File: src/hw/rtl/crl_ram.sv
// Generic single write port, single read port RAM with registered read.
// No dependencies.
`timescale 1ns / 1ps

module crl_ram #(
  parameter int WIDTH = 8,
  parameter int DEPTH = 16
) (
  input  logic                     clk,
  input  logic                     we,
  input  logic [$clog2(DEPTH)-1:0] waddr,
  input  logic [WIDTH-1:0]         wdata,
  input  logic [$clog2(DEPTH)-1:0] raddr,
  output logic [WIDTH-1:0]         rdata
);

  logic [WIDTH-1:0] mem [DEPTH];

  // Write, then registered read.
  always_ff @(posedge clk) begin
    if (we) begin
      mem[waddr] <= wdata;
    end
    rdata <= mem[raddr];
  end

endmodule

File: config.mk
export PLATFORM = sky130hd
export DESIGN_NAME = crl_ram
export DESIGN_NICKNAME = d
export VERILOG_FILES = /design/src/hw/rtl/crl_ram.sv
export SDC_FILE = /design/constraint.sdc
export NUM_CORES = 1
export LEC_CHECK = 0
export BUFFER_PORTS_ARGS = -buffer_cell sky130_fd_sc_hd__buf_2
export CAP_MARGIN = 10
export CORE_ASPECT_RATIO = 0.75
export CORE_MARGIN = 2
export CORE_UTILIZATION = 43
export CTS_CLUSTER_SIZE = 25
export DETAILED_ROUTE_END_ITERATION = 10
export GPL_TIMING_DRIVEN = 0
export HOLD_SLACK_MARGIN = 0.12
export PLACE_DENSITY = 0.73
export SLEW_MARGIN = 20
export SYNTH_ARGS = -nofsm -noshare
export SYNTH_HDL_FRONTEND = slang
export SYNTH_SLANG_ARGS = --single-unit
File: constraint.sdc
create_clock -name clk -period 1.41 [get_ports clk]
set_input_delay 0 -clock clk [delete_from_list [all_inputs] [get_ports clk]]
set_output_delay 0 -clock clk [all_outputs]
set_load 0.01 [all_outputs]
==> results.ini <==
[status]
status=finished, final reports clean

[critical_path]
critical_path_class=reg2reg
crit_path_top_delay_cell=mux4_1
critical_path.reg2reg.endpoint=rdata[4]
worst_case_register_to_register_setup_slack_ps=60
worst_r2r_path_depth=3
critical_path.startpoint_type=flop
critPathCapture=rdata[4]
critPathArrivalTime_ps=1640
critPathCaptureType=flop
max_fo_critical_path=1
worst_setup_path_startpoint=mem[8][4]
critical_path.cell_chain=mux4_1 -> a22oi_1 -> nand2_1
cp_slowest_stage_delay_ps=500
r2r_start=mem[8][4]
critical_path_required_ps=1700

[routing]
drc_errors=0
drt_wl_total_mm=10.2
post_drt_wl_per_cell_um=22.4
ant_nets=0
vias_cell=5.40
num_vias=2469
drt_first_pass_iters=4
drt_first_iter_violations=240

[timing]
unrepaired_setup_endpoints_after_global_routing=false
finalClockSkew_ps=7.37
slew_headroom_pct=44.6
worst-slew-pin-transition_ps=827
fmax_mhz=743
finalMaxSlewViolations=0
setup_violations=0
post-route-period-util_pct=95.5
hold_viol=0
finalCriticalPeriod_ps=1350

[pwr]
vdd_ir_drop_max_uv=852
cell_pwr_density_nw_per_um2=1550
swShare_pct=20.3
total_power_mw=9.64
combPwrFrac_pct=4.9
share_clk_of_total_power_pct=47.9
cell_internal_pwr_mw=7.68
switching_power_mw=1.96
seq_power_share_pct=47.1
power.static_leakage_nw=2.08

[synthesis]
synth.ff_latch_count=136
mean_area_per_synthesized_cell_um2=22.5
syn_inst=229
yosysUniqueCellTypes=19
synthesis.yosys.warnings=0
synth_nets=247
total_standard_cell_area_after_synthesis_um2=5150
seq_total_area_yosys_pct=77.8

[finish]
utilization_pct=53.6
areaGrowthSynthToFinish_pct=20.9
antenna_cells_inserted=0
drive_above_1_share_pct=30.5
finish.net_count=300

[placement]
hpwl_mm=6.36
portBuffers=24
place.gp.congestion=0.770

[global_route]
overflow=0
gr-usage-all-layers_pct=17.4
grt_start_max_net_pins=17
grt_pass1_wl_mm=15.2
grt_pass1_vias=2496
antenna_found_initial=0

[floorplanning]
boundaryPins=26
initial_core_utilization_pct=44.3
core_region_area_um2=11600
fp.dieW_um=130
rows=34
die-height_um=98.8
die-area_um2=12900

[cts]
worstSkewPairLatency_ps=420
cts_hold_repair.buffers=10
cts_tree=done
clock_path_buffers=2
tritoncts.num_buffers=17
clock_sink_count=136
cts.htree.levels=4
clk_transition_reported_paths_ps=60
cts-root-buf=clkbuf_16
cts_setup_buffers=0

[worst_hold_path]
min-delay-path-class=in2reg

[run]
maxCapViolations=0

final cells by class:
cell class	instances	area (µm²)
clock inverter	15	203
buffer	10	86.3
sequential	136	4000
fill	900	5390
timing repair buffer	34	220
clock buffer	17	425
tap	162	203
multi-input combinational	83	1080
cells in the mapped netlist (all sizes together):
library cell	n	share of area, %
clkdlybuf4s25	3	0.58
nor3	4	0.39
nand2	9	0.66
or3b	1	0.17
nor2	13	0.95
nand2b	2	0.24
nand3	1	0.097
dfxtp	8	3.1
nand3b	2	0.29
and2b	1	0.15
and2	1	0.12
edfxtp	128	75
nor2b	1	0.12
buf	7	1.1
mux4	32	15
a22oi	16	2.3
critical path: cells and delay by family, from the launching register on:
family | cells | cell delay [ps]
DFF | 1 | 370
muxes | 1 | 500
AOI/OAI and AO/OA | 1 | 250
and+or+nand+nor | 1 | 100
cells by family after synthesis:
family	share of synthesized area (%)
multiplexers	15.0
buffers and inverters	1.68
flip-flops	77.8
AND/OR/NAND/NOR	3.18
AO/OA/AOI/OAI	2.33
stage by stage:
| step | cell area (µm²) | setup slack [ps] | std cells | hold slack (ps) | setup TNS [ps] |
|---|---|---|---|---|---|
| floorplan | 5150 | 144 | 229 | 98.9 | 0 |
| global placement | 5480 | -358 | 415 | 397 | -15600 |
| detailed placement | 5490 | -274 | 415 | 397 | -9280 |
| CTS | 6220 | 48.5 | 457 | 97.2 | 0 |
| global route | 6220 | 1.15 | 457 | 112 | 0 |
| finish | 6220 | 63.7 | 457 | 108 | 0 |
power by group through the flow:
stage	clock network (mW)	logic [mW]	registers [mW]
5_1_grt	4.84	0.510	4.55
3_5_place_dp	0	0.448	4.63
3_3_place_gp	0	0.436	4.62
6_report	4.62	0.475	4.54
2_1_floorplan	0	0.230	4.64
4_1_cts	4.67	0.476	4.54
registers in the layout (all words and copies together) (netlist names):
signal / count
mem: 128
rdata: 8
timing repair:
action / in CTS / in global routing
setup endpoints to repair: 1 / 1
hold endpoints to repair: 161 / 30
pin swaps: 0 / 1
gates resized for setup: 1 / 0
cloned: 0 / 0
layer usage:
layer  vias up  part of all wire [%]  GRT usage (%)
met5         -                     0              0
met4         0                   1.1           6.71
met3        11                   7.4           4.51
met2        91                    45           24.4
met1      1284                    46           26.4
li1       1083                     -              -
worst min path at each step:
stage / to / cells after the start / slack (ps) / start
final: mem[8][1] / 2 / 110 / waddr[0]
after floorplan: mem[0][0] / 0 / 100 / wdata[0]
after detailed placement: rdata[0] / 1 / 400 / rdata[0]
after global placement: rdata[4] / 1 / 400 / rdata[4]
after CTS: mem[0][1] / 2 / 100 / waddr[1]
after global routing: mem[0][2] / 2 / 110 / waddr[0]
cells in the final DEF (no fill, tap or decap):
cell type and count:
edfxtp_1 128, buf_2 27, mux4_2 18, clkbuf_16 17, a22oi_1 15, mux4_1 14, nor2_1 13, dlygate4sd3_1 10
nand2_1 9, dfxtp_1 8, clkinvlp_4 5, nor3_2 4, bufinv_16 4, buf_6 3, clkdlybuf4s25_2 3, clkinv_4 3
nand3b_1 2, nand2b_1 2, clkinv_2 2, nor2b_1 1, buf_4 1, and2_1 1, and2b_1 1, a22oi_2 1
nand3_1 1, or3b_2 1, inv_6 1
Power figures use the tool's default switching activity.
